[src/rtl/binary_hex_record_loader_defines.svh]
// Assertion macros used by the record loader top level.
`ifndef BINARY_HEX_RECORD_LOADER_DEFINES_SVH
`define BINARY_HEX_RECORD_LOADER_DEFINES_SVH

`ifndef SYNTHESIS

// Checks that a condition implies another in the same cycle.
`define HRL_ASSERT_IMPLIES(label, clk_sig, rst_sig, ante, cons) \
    label: assert property (@(posedge clk_sig) disable iff (!rst_sig) \
        (ante) |-> (cons)) else $error("record loader check failed");

// Checks that a condition implies another in the next cycle.
`define HRL_ASSERT_NEXT(label, clk_sig, rst_sig, ante, cons) \
    label: assert property (@(posedge clk_sig) disable iff (!rst_sig) \
        (ante) |=> (cons)) else $error("record loader check failed");

`else

`define HRL_ASSERT_IMPLIES(label, clk_sig, rst_sig, ante, cons)
`define HRL_ASSERT_NEXT(label, clk_sig, rst_sig, ante, cons)

`endif

`endif

[src/rtl/hrl_pkg.sv]
// Shared types and constants of the binary hex record loader.
`default_nettype none

package hrl_pkg;

    // Address and size widths and the reset ROM size.
    localparam int ROM_SIZE_W         = 17;
    localparam int DEFAULT_ADDR_WIDTH = 16;
    localparam logic [ROM_SIZE_W-1:0] RESET_ROM_SIZE = 17'h10000;

    // Record type codes.
    localparam logic [7:0] REC_DATA     = 8'd0;
    localparam logic [7:0] REC_END      = 8'd1;
    localparam logic [7:0] REC_EXT_ADDR = 8'd4;

    // Loader status codes.
    localparam logic [2:0] ST_BUSY   = 3'd0;
    localparam logic [2:0] ST_OK     = 3'd1;
    localparam logic [2:0] ST_SUM    = 3'd2;
    localparam logic [2:0] ST_RANGE  = 3'd3;
    localparam logic [2:0] ST_ENDLEN = 3'd4;
    localparam logic [2:0] ST_EXT    = 3'd5;
    localparam logic [2:0] ST_TYPE   = 3'd6;
    localparam logic [2:0] ST_SHORT  = 3'd7;

    // One input beat: a stream byte and its markers.
    typedef struct packed {
        logic [7:0] byte_value;
        logic       last_byte;
        logic       restart;
    } in_beat_t;

    // One result beat: an optional ROM write and the loader status.
    typedef struct packed {
        logic        write_valid;
        logic [15:0] write_addr;
        logic [7:0]  write_data;
        logic        finished;
        logic [2:0]  status;
    } out_beat_t;

endpackage

`default_nettype wire

[src/rtl/binary_hex_record_loader.sv]
// Top level of the binary hex record loader: input register, parser, result register.
`default_nettype none
`include "binary_hex_record_loader_defines.svh"

// The loader takes one byte of a binary hex record stream per beat and returns
// exactly one result beat per input beat, carrying an optional ROM write and
// the current loader status. It sustains one byte per clock cycle while
// out_ready stays high. A byte is held in the input register while the record
// parse runs in the logic behind it, and its result is then loaded into the
// result register, from which it is presented. in_ready follows out_ready
// combinationally through the two registers, so the input register and the
// result register together act as a two-entry buffer. rom_size may be written
// only while no beat is in flight; it takes effect on the next byte parsed.
module binary_hex_record_loader #(
    parameter int ADDR_WIDTH = hrl_pkg::DEFAULT_ADDR_WIDTH
) (
    input  wire logic                           clk,
    input  wire logic                           rst_n,
    input  wire logic                           in_valid,
    output logic                                in_ready,
    input  wire hrl_pkg::in_beat_t              in_data,
    output logic                                out_valid,
    input  wire logic                           out_ready,
    output hrl_pkg::out_beat_t                  out_data,
    input  wire logic                           cfg_write_en,
    input  wire logic [hrl_pkg::ROM_SIZE_W-1:0] cfg_write_data
);

    localparam logic [hrl_pkg::ROM_SIZE_W-1:0] ROM_CAP =
        hrl_pkg::ROM_SIZE_W'(1) << ADDR_WIDTH;

    logic                              in_valid_reg, in_valid_next;
    hrl_pkg::in_beat_t                 in_beat_reg;
    logic                              out_valid_reg, out_valid_next;
    hrl_pkg::out_beat_t                out_beat_reg;
    logic [hrl_pkg::ROM_SIZE_W-1:0]    rom_size_reg;
    logic [hrl_pkg::ROM_SIZE_W-1:0]    limit;
    logic                              advance;
    logic                              step;
    hrl_pkg::out_beat_t                result;

    // Handshake and pipeline movement.
    assign advance        = !out_valid_reg || out_ready;
    assign in_ready       = !in_valid_reg || advance;
    assign step           = in_valid_reg && advance;
    assign in_valid_next  = (in_valid && in_ready) || (in_valid_reg && !advance);
    assign out_valid_next = advance ? in_valid_reg : out_valid_reg;

    // Effective ROM size is capped by the address space.
    assign limit = (rom_size_reg < ROM_CAP) ? rom_size_reg : ROM_CAP;

    hrl_parser u_parser (
        .clk    (clk),
        .rst_n  (rst_n),
        .step   (step),
        .beat   (in_beat_reg),
        .limit  (limit),
        .result (result)
    );

    // Pipeline valid bits and the configuration register.
    always_ff @(posedge clk or negedge rst_n)
    begin
        if (!rst_n)
        begin
            in_valid_reg  <= 1'b0;
            out_valid_reg <= 1'b0;
            rom_size_reg  <= hrl_pkg::RESET_ROM_SIZE;
        end
        else
        begin
            in_valid_reg  <= in_valid_next;
            out_valid_reg <= out_valid_next;
            if (cfg_write_en)
            begin
                rom_size_reg <= cfg_write_data;
            end
        end
    end

    // Payload registers load only when their stage takes a new beat.
    always_ff @(posedge clk)
    begin
        if (in_valid && in_ready)
        begin
            in_beat_reg <= in_data;
        end
        if (step)
        begin
            out_beat_reg <= result;
        end
    end

    assign out_valid = out_valid_reg;
    assign out_data  = out_beat_reg;

    // A ROM write never comes from a loader that has already ended.
    `HRL_ASSERT_IMPLIES(a_write_not_finished, clk, rst_n, out_valid && out_data.write_valid, !out_data.finished)

    // Finished and a non-busy status always travel together.
    `HRL_ASSERT_IMPLIES(a_finished_status, clk, rst_n, out_valid, out_data.finished == (out_data.status != hrl_pkg::ST_BUSY))

    // Beats without a write carry a zero address and zero data.
    `HRL_ASSERT_IMPLIES(a_idle_write_zero, clk, rst_n, out_valid && !out_data.write_valid, out_data.write_addr == 16'd0 && out_data.write_data == 8'd0)

    // A held input beat is still in the input register on the next cycle.
    `HRL_ASSERT_NEXT(a_input_held, clk, rst_n, in_valid_reg && !advance, in_valid_reg)

endmodule

`default_nettype wire

[src/rtl/hrl_parser.sv]
// Record parser: holds the parse state and computes one result per byte.
`default_nettype none

module hrl_parser (
    input  wire logic                              clk,
    input  wire logic                              rst_n,
    input  wire logic                              step,
    input  wire hrl_pkg::in_beat_t                 beat,
    input  wire logic [hrl_pkg::ROM_SIZE_W-1:0]    limit,
    output hrl_pkg::out_beat_t                     result
);

    typedef enum logic [2:0] {
        PH_LEN,
        PH_AHI,
        PH_ALO,
        PH_TYPE,
        PH_DATA,
        PH_CHECK
    } phase_t;

    phase_t      phase_reg, phase_next;
    logic [7:0]  record_length_reg, record_length_next;
    logic [15:0] record_addr_reg, record_addr_next;
    logic [7:0]  record_type_reg, record_type_next;
    logic [7:0]  bytes_left_reg, bytes_left_next;
    logic [7:0]  running_sum_reg, running_sum_next;
    logic        ended_reg, ended_next;
    logic [2:0]  final_status_reg, final_status_next;

    logic [7:0]  sum_with_byte;

    // Next parse state and result for the byte at the head of the pipe.
    always_comb
    begin
        phase_next         = phase_reg;
        record_length_next = record_length_reg;
        record_addr_next   = record_addr_reg;
        record_type_next   = record_type_reg;
        bytes_left_next    = bytes_left_reg;
        running_sum_next   = running_sum_reg;
        ended_next         = ended_reg;
        final_status_next  = final_status_reg;
        result             = '0;

        // A restart clears the parser before the byte is looked at.
        if (beat.restart)
        begin
            phase_next         = PH_LEN;
            record_length_next = '0;
            record_addr_next   = '0;
            record_type_next   = '0;
            bytes_left_next    = '0;
            running_sum_next   = '0;
            ended_next         = 1'b0;
            final_status_next  = hrl_pkg::ST_BUSY;
        end

        sum_with_byte = running_sum_next + beat.byte_value;

        if (!ended_next)
        begin
            case (phase_next)
                PH_LEN:
                begin
                    record_length_next = beat.byte_value;
                    running_sum_next   = beat.byte_value;
                    phase_next         = PH_AHI;
                    if (beat.last_byte)
                    begin
                        ended_next        = 1'b1;
                        final_status_next = hrl_pkg::ST_SHORT;
                    end
                end
                PH_AHI:
                begin
                    record_addr_next = {beat.byte_value, 8'h00};
                    running_sum_next = sum_with_byte;
                    phase_next       = PH_ALO;
                    if (beat.last_byte)
                    begin
                        ended_next        = 1'b1;
                        final_status_next = hrl_pkg::ST_SHORT;
                    end
                end
                PH_ALO:
                begin
                    record_addr_next = {record_addr_next[15:8], beat.byte_value};
                    running_sum_next = sum_with_byte;
                    phase_next       = PH_TYPE;
                    if (beat.last_byte)
                    begin
                        ended_next        = 1'b1;
                        final_status_next = hrl_pkg::ST_SHORT;
                    end
                end
                PH_TYPE:
                begin
                    record_type_next = beat.byte_value;
                    running_sum_next = sum_with_byte;
                    if (beat.last_byte)
                    begin
                        ended_next        = 1'b1;
                        final_status_next = hrl_pkg::ST_SHORT;
                    end
                    else if (beat.byte_value == hrl_pkg::REC_DATA)
                    begin
                        bytes_left_next = record_length_next;
                        phase_next = (record_length_next == 8'd0) ? PH_CHECK : PH_DATA;
                    end
                    else if (beat.byte_value == hrl_pkg::REC_END)
                    begin
                        if (record_length_next != 8'd0)
                        begin
                            ended_next        = 1'b1;
                            final_status_next = hrl_pkg::ST_ENDLEN;
                        end
                        else
                        begin
                            phase_next = PH_CHECK;
                        end
                    end
                    else if (beat.byte_value == hrl_pkg::REC_EXT_ADDR)
                    begin
                        ended_next        = 1'b1;
                        final_status_next = hrl_pkg::ST_EXT;
                    end
                    else
                    begin
                        ended_next        = 1'b1;
                        final_status_next = hrl_pkg::ST_TYPE;
                    end
                end
                PH_DATA:
                begin
                    if (beat.last_byte)
                    begin
                        ended_next        = 1'b1;
                        final_status_next = hrl_pkg::ST_SHORT;
                    end
                    else if ({1'b0, record_addr_next} >= limit)
                    begin
                        ended_next        = 1'b1;
                        final_status_next = hrl_pkg::ST_RANGE;
                    end
                    else
                    begin
                        result.write_valid = 1'b1;
                        result.write_addr  = record_addr_next;
                        result.write_data  = beat.byte_value;
                        record_addr_next   = record_addr_next + 16'd1;
                        running_sum_next   = sum_with_byte;
                        bytes_left_next    = bytes_left_next - 8'd1;
                        if (bytes_left_next == 8'd0)
                        begin
                            phase_next = PH_CHECK;
                        end
                    end
                end
                default:
                begin
                    // Checksum byte: the whole record must sum to zero.
                    if (sum_with_byte != 8'd0)
                    begin
                        ended_next        = 1'b1;
                        final_status_next = hrl_pkg::ST_SUM;
                    end
                    else if (record_type_next == hrl_pkg::REC_END)
                    begin
                        ended_next        = 1'b1;
                        final_status_next = hrl_pkg::ST_OK;
                    end
                    else if (beat.last_byte)
                    begin
                        ended_next        = 1'b1;
                        final_status_next = hrl_pkg::ST_SHORT;
                    end
                    else
                    begin
                        phase_next       = PH_LEN;
                        running_sum_next = '0;
                    end
                end
            endcase
        end

        result.finished = ended_next;
        result.status   = final_status_next;
    end

    // Parse state advances once per byte handed over by the top level.
    always_ff @(posedge clk or negedge rst_n)
    begin
        if (!rst_n)
        begin
            phase_reg         <= PH_LEN;
            record_length_reg <= '0;
            record_addr_reg   <= '0;
            record_type_reg   <= '0;
            bytes_left_reg    <= '0;
            running_sum_reg   <= '0;
            ended_reg         <= 1'b0;
            final_status_reg  <= hrl_pkg::ST_BUSY;
        end
        else if (step)
        begin
            phase_reg         <= phase_next;
            record_length_reg <= record_length_next;
            record_addr_reg   <= record_addr_next;
            record_type_reg   <= record_type_next;
            bytes_left_reg    <= bytes_left_next;
            running_sum_reg   <= running_sum_next;
            ended_reg         <= ended_next;
            final_status_reg  <= final_status_next;
        end
    end

endmodule

`default_nettype wire
[config.mk]
export PLATFORM = sky130hd
export DESIGN_NAME = binary_hex_record_loader
export DESIGN_NICKNAME = d
export VERILOG_FILES = /design/src/rtl/hrl_pkg.sv /design/src/rtl/binary_hex_record_loader.sv /design/src/rtl/hrl_parser.sv
export VERILOG_INCLUDE_DIRS = /design/src /design/src/rtl
export SDC_FILE = /design/constraint.sdc
export NUM_CORES = 1
export LEC_CHECK = 0
export BUFFER_PORTS_ARGS = -buffer_cell sky130_fd_sc_hd__buf_4
export CAP_MARGIN = 0
export CORE_MARGIN = 3
export CORE_UTILIZATION = 60
export DETAILED_ROUTE_END_ITERATION = 10
export HOLD_SLACK_MARGIN = 0.05
export PLACE_DENSITY = 0.82
export SLEW_MARGIN = 20
export SYNTH_ARGS = -nofsm -noshare
export SYNTH_HDL_FRONTEND = slang
export SYNTH_SLANG_ARGS = --single-unit
[constraint.sdc]
create_clock -name clk -period 4.75 [get_ports clk]
set_input_delay 0.95 -clock clk [delete_from_list [all_inputs] [get_ports clk]]
set_output_delay 0.95 -clock clk [all_outputs]
set_load 0.02 [all_outputs]
Yosys cells after proc, flatten, opt, wreduce, memory -nomap -nowiden
Cells that the tools add are included.
- bits of input ports: 32
- output and inout bits: 31
- register bits: 113
- word-level logic and storage cells: 118
- $lt $le $gt $ge: 2
- multiplexer cells: 67
- add/sub/neg operators: 3
- bitwise gates (word level): 1
- reductions and logical operators: 19
- eq/ne operators: 7
- operator list (operator ; number):
    $mux 8 ; 19
    $mux 3 ; 23
    $mux 16 ; 4
    $pmux 16 s3 ; 1
    $mux 25 ; 1
    $logic_not 8->1 ; 3
    $pmux 8 s3 ; 1
    $ge 16x17->1 ; 1
    $lt 17x17->1 const B ; 1
    $mux 17 ; 1
    $add 16x1->16 const B ; 1
    $eq 8x1->1 const B ; 2
    $pmux 8 s2 ; 1
    $reduce_bool 8->1 ; 2
    $pmux 3 s5 ; 1
    $mux 1 ; 12
    $pmux 3 s3 ; 1
    $reduce_or 3->1 ; 3
    $add 8x8->8 ; 1
    $eq 8x3->1 const B ; 1
    $sub 8x1->8 const B ; 1
    $eq 3x2->1 const B ; 2
    $reduce_or 4->1 ; 1
    $eq 3x1->1 const B ; 1
    other kinds (8) ; 14

Longest topological paths before layout
Gate-level depths: netlist (run 1).
- depth after elaboration: 8
- gate-level depth with buffers: 17
- gate-level depth less buffers: 12

Modules after synthesis
A second synthesis (run 1) with hierarchy kept.
- cell total of the unflattened synthesis: 687
- area, all modules: 6946.7 um^2
- by module, submodules not included (module ; cells an instance ; times used ; sequential area each (um^2) ; area each (um^2)):
    hrl_parser ; 587 ; 1 ; 1376.3 ; 4894.7
    binary_hex_record_loader ; 100 ; 1 ; 1647.8 ; 2052.0

Worst setup path before layout (run 1)
OpenSTA, ideal clock, no wires.
- path type: reg2reg
- start: register in_beat_reg[0] in the netlist's numbering
- end: register u_parser.running_sum_reg[0]
- setup slack: 1.110 ns
- required time: 4.621 ns
- cell stages (with the launch flop): 16
- arrival: 3.511 ns
- setup time: 0.129 ns
- path buffers: 4
- period minus slack after synthesis: 3.640 ns
- cell sequence: edfxtp_1 -> buf_2 -> clkbuf_1 -> clkbuf_1 -> nor2b_1 -> ha_1 -> fa_1 -> a21o_1 -> a311o_1 -> a21oi_2 -> xnor2_1 -> and3b_2 -> a31oi_4 -> or3_1 -> buf_2 -> o2bb2ai_1
- cells in the longest elaborated chain, start to end: 6
- elaborated cells between the ends (all ways): 22
- classes of those cells: add/sub (1); order compare (1); eq/ne (5); mux (12); reduce/logical (3)
- ends and longest elaborated chain (element ; RTL line ; RTL):
    start: declaration ; binary_hex_record_loader.sv:33 ; hrl_pkg::in_beat_t in_beat_reg;
    start signal: assignment ; binary_hex_record_loader.sv:86 ; in_beat_reg <= in_data;
    $mux 16 or $mux 8 (tied branches) ; hrl_parser.sv:47 ; if (beat.restart)
    $ge 16x17->1, or another cell as far along ; hrl_parser.sv:141 ; else if ({1'b0, record_addr_next} >= limit)
    $mux 8, or another cell as far along ; hrl_parser.sv:141 ;
    $mux 8 (on tied branches) ; hrl_parser.sv:136, hrl_parser.sv:163 ;
    $pmux 8 s3 ; hrl_parser.sv:63 ; case (phase_next)
    $mux 8 * ; hrl_parser.sv:61 ; if (!ended_next)
    end signal: assignment ; hrl_parser.sv:212 ; running_sum_reg <= running_sum_next;
    end: declaration ; hrl_parser.sv:27 ; logic [7:0] running_sum_reg, running_sum_next;
Mark *: on every way between the ends. The rest lies on a longest branch, timed or not.
A chain may end at the register's enable or synchronous reset.

==> results_dict.tcl, run 1 <==
set metrics [dict create \
    status "completed" \
    worstPathArrival_ns 4.35 \
    rsz0062_at_grt "no" \
    grt_pass1_wl_mm 31.6 \
    peakVddDrop_mv 0.375 \
    dpl.hpwl_mm 12.9 \
    post_cts_resized 0 \
    synthFlopType "dfrtp_1" \
    nFillCells 695 \
    firstDrtPassIters 6 \
    multi_input_area_um2 3390 \
    start_kind "register" \
    wl_mm 19.3 \
    critPathSlowestCell "edfxtp_1" \
    drive_gt1_share_pct 19.9 \
    hold_slack_ns 0.479 \
    hold_viol 0 \
    synth_area_leaders "dfrtp_1 (28%), edfxtp_1 (18%), ha_1 (4.7%), mux2_2 (4.6%), nand2_1 (3.6%)" \
    dp_slack_ns 0.946 \
    vias 6073 \
    numCtsBuffers 17 \
    seq_area_frac_synth_pct 45.7 \
    core_area_um2 10500 \
    synth.most_common_cell "dfrtp_1" \
    hold_buffers 0 \
    synth_simple_gate_area_share_pct 20.3 \
    p_total_w 0.00414 \
    worstMarginPinSlew_ns 0.977 \
    cts_max_path_buffers 2 \
    cp_data_required_time_ns 5.04 \
    cp_slowest_stage_delay_ns 0.65 \
    layoutNonFillerInstCount 891 \
    final_nets 800 \
    drtAntennaViolNets 0 \
    min_period_over_period_pct 85.4 \
    cts_sinks 113 \
    synth_commonest_cells "dfrtp_1 (73), nand2_1 (64), nor2_1 (56)" \
    end_kind "register" \
    clkLatencyLatePin_ns 0.54 \
    dieArea_um2 12300 \
    cts_root_buf "clkbuf_8" \
    syn-cell-area_um2 6620 \
    hp-class "reg -> reg" \
    grt_max_degree 75 \
    synthMuxAreaShare_pct 5.28 \
    ff_latch_area_um2 3020 \
    wl_met1_mm 7.31 \
    rrSetupSlack_ns 0.69 \
    finalClockSkew_ns 0.00593 \
    crit_path_max_fanout 25 \
    die_x_um 111 \
    wl_met2_mm 8.96 \
    synth_enable_flop_cells 39 \
    async_flop_share_pct 65.5 \
    fin_setup_tns_ns 0 \
    drv_cap 0 \
    drtIter0Drc 814 \
    clkTransAtPathRegs_ns 0.06 \
    avgSynthCellArea_um2 9.67 \
    max_slew_margin_pct 34.9 \
    cp_num_buf_inv 1 \
    area_growth_pct 19.3 \
    syn_nets 742 \
    io_pins 63 \
    final-setup-viol-count 0 \
    largest_register_ffs 29 \
    fmax_mhz 246 \
    ys_types 73 \
    fp.dieH_um 111 \
    synth_top_area_share_pct 27.6 \
    htree_levels 4 \
    initial_core_util_pct 63.0 \
    wl_met3_mm 2.29 \
    grt_pass1_vias 6169 \
    setup_slack_ns 0.692 \
    synth_fa_ha_area_share_pct 5.03 \
    final-max-slew-violation-count 0 \
    syn_inst 684 \
    grt_remaining_overflow 0 \
    crit_type "reg -> reg" \
    synth_seq_cells 113 \
    synth_compound_area_share_pct 19.2 \
    port_buffers 62 \
    yosys_warnings 0 \
    diodes 0 \
    fin_crit_ns 4.06 \
    wl_per_cell_um 21.7 \
    route.detailed.drc 0 \
    post_cts_buffers 0 \
    cts_tree "built" \
    gp_congestion 1.01 \
    rows 37 \
    place_inst 859 \
    via_per_inst 6.82 \
    synth-xor-area-share_pct 1.32 \
    crit_chain "buf_4 > nor2b_1 > ha_1 > fa_1 > a21o_1 > a21oi_1 > xnor2_1 > nor3_1 > nand2_1 > nor4_1 > a22oi_1 > mux2_2" \
    power_density_nw_per_um2 524 \
    crit_family "simple AND/OR/NAND/NOR gates" \
    top_layer "met4" \
    yosysTopAreaCell "dfrtp_1" \
    power.leakage_nw 3.33 \
    synth_top_family_by_area "simple AND/OR/NAND/NOR gates" \
    grt_use_total_pct 32.3 \
    antenna_found_initial 0 \
]
==> where the power goes <==
group | switching (W) | internal (W) | total (W)
Clock | 0.000465 | 0.00100 | 0.00147
Sequential | 0.000220 | 0.00122 | 0.00144
Combinational | 0.000723 | 0.000503 | 0.00123
Total | 0.00141 | 0.00273 | 0.00414
==> final timing paths <==
| check | start | to | cells past startpoint |
|---|---|---|---|
| worst max register to register | in_beat_reg[0] | out_data[1] | 12 |
| max in group asynchronous | rst_n | u_parser.record_addr_reg[3] | 1 |
| worst min register to register | u_parser.running_sum_reg[2] | u_parser.running_sum_reg[2] | 1 |
| worst min-delay path | u_parser.running_sum_reg[2] | u_parser.running_sum_reg[2] | 1 |
| worst max-delay path | in_beat_reg[0] | out_data[1] | 12 |
| min in group asynchronous | rst_n | in_valid_reg | 1 |
==> layout by cell type (no fill, tap or decap), drive strengths merged, types with 7 or more instances in the layout <==
master and count:
a21o 8, a21oi 45, a221o 7, a22o 8
a22oi 11, a31oi 10, and2 20, and3 9
buf 74, clkbuf 20, dfrtp 73, edfxtp 39
ha 25, inv 21, mux2 28, nand2 64
nand2b 8, nand3 20, nand4 9, nor2 57
nor2b 23, nor3 17, nor4 9, o21ai 40
o2bb2ai 7, xnor2 7
==> cells by family (layout without fill, tap and decap cells) <==
kind of cell,count (synthesis),in the layout
AO/OA/AOI/OAI,185,185
adder cells (fa/ha/maj),26,26
XOR/XNOR,10,10
flip-flops,113,113
buffers and inverters,55,126
AND/OR/NAND/NOR,264,264
multiplexers,31,31
==> routing by layer <==
layer | GRT usage, % | vias up
met4 | 16.3 | 0
met3 | 9.99 | 91
li1 | - | 2658
met2 | 49.4 | 441
met1 | 41.7 | 2883
met5 | 0 | -
==> area by class of cell <==
type / count / share of cell area, %
multi-input cells: 516 / 42.9
clock buffers: 20 / 5.77
clock inverters: 12 / 2.88
flip-flops and latches: 113 / 38.3
inverters: 20 / 0.951
repair buffers: 74 / 7.04
well taps: 136 / 2.16
==> stage by stage <==
step	area (um2)	utilization (%)
finish	7890	75.1
detailed placement	7210	68.6
CTS	7890	75.1
global route	7890	75.1
floorplan	6620	-
global placement	7210	68.6
Power figures use the tool's default switching activity.
==> inputs of run 2 (changes only) <==
CORE_MARGIN = 5   (was 3)
PLACE_DENSITY = 0.81   (was 0.82)
==> run 2 against run 1 <==
Clock-buffer cell count up 3. Critical endpoint is now u_parser.bytes_left_reg[4]. Sequential power about the same. Largest power group is now registers. Highest routed layer unchanged. Setup slack gained 0.18 ns. Sequential cell count unchanged. Final area shrank 0.54%.
==> results_dict.tcl, run 2 (synthesis results as in run 1) <==
set metrics [dict create \
    status "completed" \
    dp_slack_ns 1.02 \
    hp-class "in -> async" \
    antenna_found_initial 0 \
    dpl_cell_area_um2 7210 \
    rows 38 \
    cts_tree "built" \
    peakVddDrop_mv 0.335 \
    fin_setup_tns_ns 0 \
    startpoint "in_beat_reg[0]" \
    min_period_over_period_pct 81.6 \
    wl_per_cell_um 21.1 \
    diodes 0 \
    final_nets 800 \
    place_inst 862 \
    htree_levels 4 \
    post_cts_resized 0 \
    die_x_um 115 \
    worstPathArrival_ns 4.30 \
    layoutNonFillerInstCount 895 \
    finalClockSkew_ns 0.00952 \
    final-setup-viol-count 0 \
    via_per_inst 6.57 \
    cp_data_required_time_ns 5.17 \
    port_buffers 62 \
    cts_root_buf "clkbuf_8" \
    clkLatencyLatePin_ns 0.54 \
    regToRegEndpoint "u_parser.bytes_left_reg[4]" \
    drtAntennaViolNets 0 \
    cts_max_path_buffers 2 \
    intPower_w 0.00259 \
    crit_type "reg -> reg" \
    r2r-start "in_beat_reg[0]" \
    dieArea_um2 13200 \
    nFillCells 809 \
    power.leakage_nw 3.31 \
    crit_path_max_fanout 16 \
    rrSetupSlack_ns 0.87 \
    p_seq_share_pct 36.1 \
    sw_frac_of_total_pct 34.6 \
    stdcell_area_um2 7850 \
    r2r.worst_path.cells 11 \
    fin_util_pct 72.4 \
    max_slew_margin_pct 43.1 \
    initial_core_util_pct 61.0 \
    grt_use_total_pct 29.7 \
    largest_register_ffs 29 \
    end_kind "register" \
    vias 5883 \
    p_comb_share_pct 30.7 \
    final-max-slew-violation-count 0 \
    clock_power_share_pct 33.2 \
    worstMarginPinSlew_ns 0.848 \
    fp.dieH_um 115 \
    power.switching_w 0.00137 \
    grt_pass1_vias 5919 \
    dpl.hpwl_mm 12.8 \
    io_pins 63 \
    wl_mm 18.9 \
    grt_pass1_wl_mm 30.4 \
    drive_gt1_share_pct 19.6 \
    route.detailed.drc 0 \
    rsz0062_at_grt "no" \
    firstDrtPassIters 5 \
    grt_max_degree 75 \
    critical_path.endpoint "u_parser.bytes_left_reg[4]" \
    post_cts_buffers 0 \
    drv_cap 0 \
    hold_viol 0 \
    fmax_mhz 258 \
    grt_remaining_overflow 0 \
    drtIter0Drc 805 \
    cts_sinks 113 \
    clkTransAtPathRegs_ns 0.06 \
    fin_crit_ns 3.88 \
    start_kind "register" \
    area_growth_pct 18.6 \
    power_density_nw_per_um2 505 \
    gp_congestion 0.982 \
    numCtsBuffers 17 \
    final_cell_mix "dfrtp_1 (73), buf_4 (73), nand2_1 (64)" \
    hold_buffers 0 \
    setup_slack_ns 0.872 \
    core_area_um2 10800 \
]
run 2: changes by cell type in the layout (fill, tap and decap cells not counted), sizes merged:
cell	previous run	this run
bufinv	6	3
clkbuf	20	23
clkinv	1	3
clkinvlp	4	3
inv	21	20
run 2: critical path, cell delays in order, from the launching register on:
cell and delay, ns:
edfxtp_1 0.40, inv_1 0.39, nand2_1 0.31, ha_1 0.36, nand2b_1 0.14, a221oi_1 0.37, o221a_2 0.29, a22oi_2 0.20
or2_1 0.53, o311ai_1 0.38, a21oi_1 0.10, a221o_1 0.27
run 2: per-stage QoR:
step | power, W | hold WS (ns)
after floorplan | 0.00226 | 0.441
after global placement | 0.00257 | 0.454
after detailed placement | 0.00261 | 0.466
after CTS | 0.00394 | 0.478
after global routing | 0.00417 | 0.327
final | 0.00396 | 0.313
run 2: power groups by stage:
stage	Clock (W)	Sequential, W	Combinational (W)
after CTS	0.00133	0.00142	0.00119
after global placement	0	0.00143	0.00114
final	0.00132	0.00143	0.00122
after detailed placement	0	0.00143	0.00118
after floorplan	0	0.00139	0.000878
after global routing	0.00138	0.00145	0.00133
run 2: area by class of cell:
cell class | count | area [um2] | share of cell area, %
inverter | 20 | 75.1 | 0.956
tap | 140 | 175 | 2.23
sequential | 113 | 3020 | 38.5
clock buffer | 23 | 488 | 6.22
multi-input combinational | 516 | 3390 | 43.1
timing repair buffer | 74 | 576 | 7.33
clock inverter | 9 | 128 | 1.63
run 2: worst min path at each step:
stage | start | endpoint | slack, ns | cells past startpoint
2_1_floorplan | u_parser.running_sum_reg[2] | u_parser.running_sum_reg[2] | 0.44 | 1
3_3_place_gp | u_parser.running_sum_reg[2] | u_parser.running_sum_reg[2] | 0.45 | 1
3_5_place_dp | u_parser.running_sum_reg[2] | u_parser.running_sum_reg[2] | 0.47 | 1
4_1_cts | u_parser.running_sum_reg[2] | u_parser.running_sum_reg[2] | 0.48 | 1
5_1_grt | rst_n | u_parser.running_sum_reg[6] | 0.33 | 1
6_report | rst_n | u_parser.running_sum_reg[6] | 0.31 | 1
run 2: per-layer routing:
layer	wire (um)	global-route usage [%]	part of all wire, %
met1	7640	39.2	40
met2	8670	44.8	46
met3	2050	10.4	11
met4	562	12.8	3.0
met5	0	0	0
==> inputs of run 3 (changes only) <==
CORE_UTILIZATION = 54   (was 60)
PLACE_DENSITY = 0.77   (was 0.81)
clock period = 3.4 ns   (was 4.75 ns; I/O delays follow)
==> run 3 against run 2 <==
Register-to-register slack got worse by 0.74 ns. Sequential power increased by 40%. Sequential cell count unchanged. Clock power increased by 33%. Die area increased by 10%. Global-route usage decreased by 1.5 points. Maximum frequency increased by 19%. Cell count increased by 3.6%. Utilization decreased by 5.5 points. Highest routed layer unchanged.
==> results_dict.tcl, run 3 (synthesis results as in run 1) <==
set metrics [dict create \
    via_per_inst 6.55 \
    hp-class "in -> async" \
    area_growth_pct 21.6 \
    grt_use_total_pct 28.2 \
    crit_chain "buf_4 > nor2b_2 > ha_1 > a21o_1 > a311o_1 > a21oi_2 > xnor2_2 > and3b_2 > a31oi_4 > or3_4 > mux2_4" \
    cts_root_buf "clkbuf_16" \
    grt_max_degree 75 \
    wl_mm 19.8 \
    drv_cap 0 \
    r2r.worst_path.cells 11 \
    hold_buffers 0 \
    initial_core_util_pct 55.1 \
    hold_viol 0 \
    final_nets 825 \
    stdcell_area_um2 8040 \
    numCtsBuffers 17 \
    peakVddDrop_mv 0.337 \
    rows 40 \
    cts_max_path_buffers 2 \
    core_area_um2 12000 \
    fp.dieH_um 121 \
    min_period_over_period_pct 96.0 \
    final_cell_mix "buf_4 (98), dfrtp_1 (73), nand2_1 (64)" \
    wl_per_cell_um 21.3 \
    io_pins 63 \
    htree_levels 4 \
    start_kind "register" \
    cts_tree "built" \
    critPathSlowestCell "edfxtp_1" \
    p_total_w 0.00556 \
    fmax_mhz 306 \
    diodes 0 \
    antenna_found_initial 0 \
    power_density_nw_per_um2 691 \
    worstPathArrival_ns 3.57 \
    dpl_cell_area_um2 7370 \
    grt_pass1_wl_mm 31.9 \
    nFillCells 946 \
    end_kind "register" \
    largest_register_ffs 29 \
    grt_remaining_overflow 0 \
    power.leakage_nw 3.40 \
    fin_crit_ns 3.26 \
    worstMarginPinSlew_ns 1.01 \
    hold_slack_ns 0.412 \
    status "completed" \
    final-setup-viol-count 0 \
    die_x_um 121 \
    drtIter0Drc 773 \
    place_inst 890 \
    port_buffers 62 \
    drtAntennaViolNets 0 \
    dieArea_um2 14600 \
    route.detailed.drc 0 \
    crit_family "simple AND/OR/NAND/NOR gates" \
    dpl.hpwl_mm 13.8 \
    clkTransAtPathRegs_ns 0.06 \
    cts_sinks 113 \
    vias 6072 \
    finalClockSkew_ns 0.0122 \
    clkLatencyLatePin_ns 0.43 \
    regToRegEndpoint "u_parser.ended_reg" \
    final-max-slew-violation-count 0 \
    cp_num_buf_inv 1 \
    grt_pass1_vias 6136 \
    max_slew_margin_pct 32.6 \
    firstDrtPassIters 5 \
    crit_path_max_fanout 13 \
    crit_type "reg -> reg" \
    rrSetupSlack_ns 0.14 \
    layoutNonFillerInstCount 927 \
    final_common_cell "buf_4" \
    rsz0062_at_grt "yes" \
    drive_gt1_share_pct 23.7 \
    cp_slowest_stage_delay_ns 0.48 \
    r2r-start "in_beat_reg[0]" \
    cp_data_required_time_ns 3.71 \
    startpoint "in_beat_reg[0]" \
    gp_congestion 0.984 \
]
## run 3: cell type report
type / count / area [um2] / share of cell area, %
Tap cell: 147 / 184 / 2.29
Clock inverter: 14 / 140 / 1.74
Inverter: 20 / 81.3 / 1.01
Sequential cell: 113 / 3020 / 37.6
Clock buffer: 18 / 439 / 5.46
Timing Repair inverter: 1 / 7.51 / 0.0933
Multi-Input combinational cell: 516 / 3430 / 42.7
Timing Repair Buffer: 98 / 736 / 9.15
## run 3: report_power, final
part / switching (W) / internal (W) / total [W] / leakage, nW
registers: 0.000294 / 0.00171 / 0.00200 / 1.30
logic: 0.00104 / 0.000760 / 0.00180 / 1.84
clock network: 0.000666 / 0.00109 / 0.00175 / 0.267
## run 3: worst max path at each step
stage	to	slack, ns	depth (start not counted)
final	u_parser.ended_reg	0.14	11
after global routing	u_parser.record_addr_reg[11]	-0.02	12
after CTS	u_parser.running_sum_reg[6]	0.05	11
after detailed placement	u_parser.bytes_left_reg[4]	0.009	11
after global placement	u_parser.running_sum_reg[3]	0.09	11
after floorplan	u_parser.running_sum_reg[0]	0.02	15
## run 3: per-layer routing
metal	up-vias	part of all wire [%]	GRT usage, %
met5	-	0	0
met4	0	3.2	11.4
met3	81	8.6	7.25
met2	320	46	45.2
met1	2953	42	36.7
li1	2718	-	-
## run 3: stage by stage
step	setup slack, ns	util, %	setup TNS (ns)
3_3_place_gp	0.0891	61.4	0
6_report	0.136	67.0	0
5_1_grt	-0.0151	67.0	-0.0396
3_5_place_dp	0.00921	61.4	0
4_1_cts	0.0495	66.3	0
2_1_floorplan	0.0214	-	0
## run 3: what timing repair did
| action | CTS | global route |
|---|---|---|
| pin swaps | 0 | 1 |
| gates cloned | 0 | 1 |
| setup buffers | 1 | 3 |
| setup endpoints to repair | 4 | 47 |
| resized for setup | 0 | 15 |
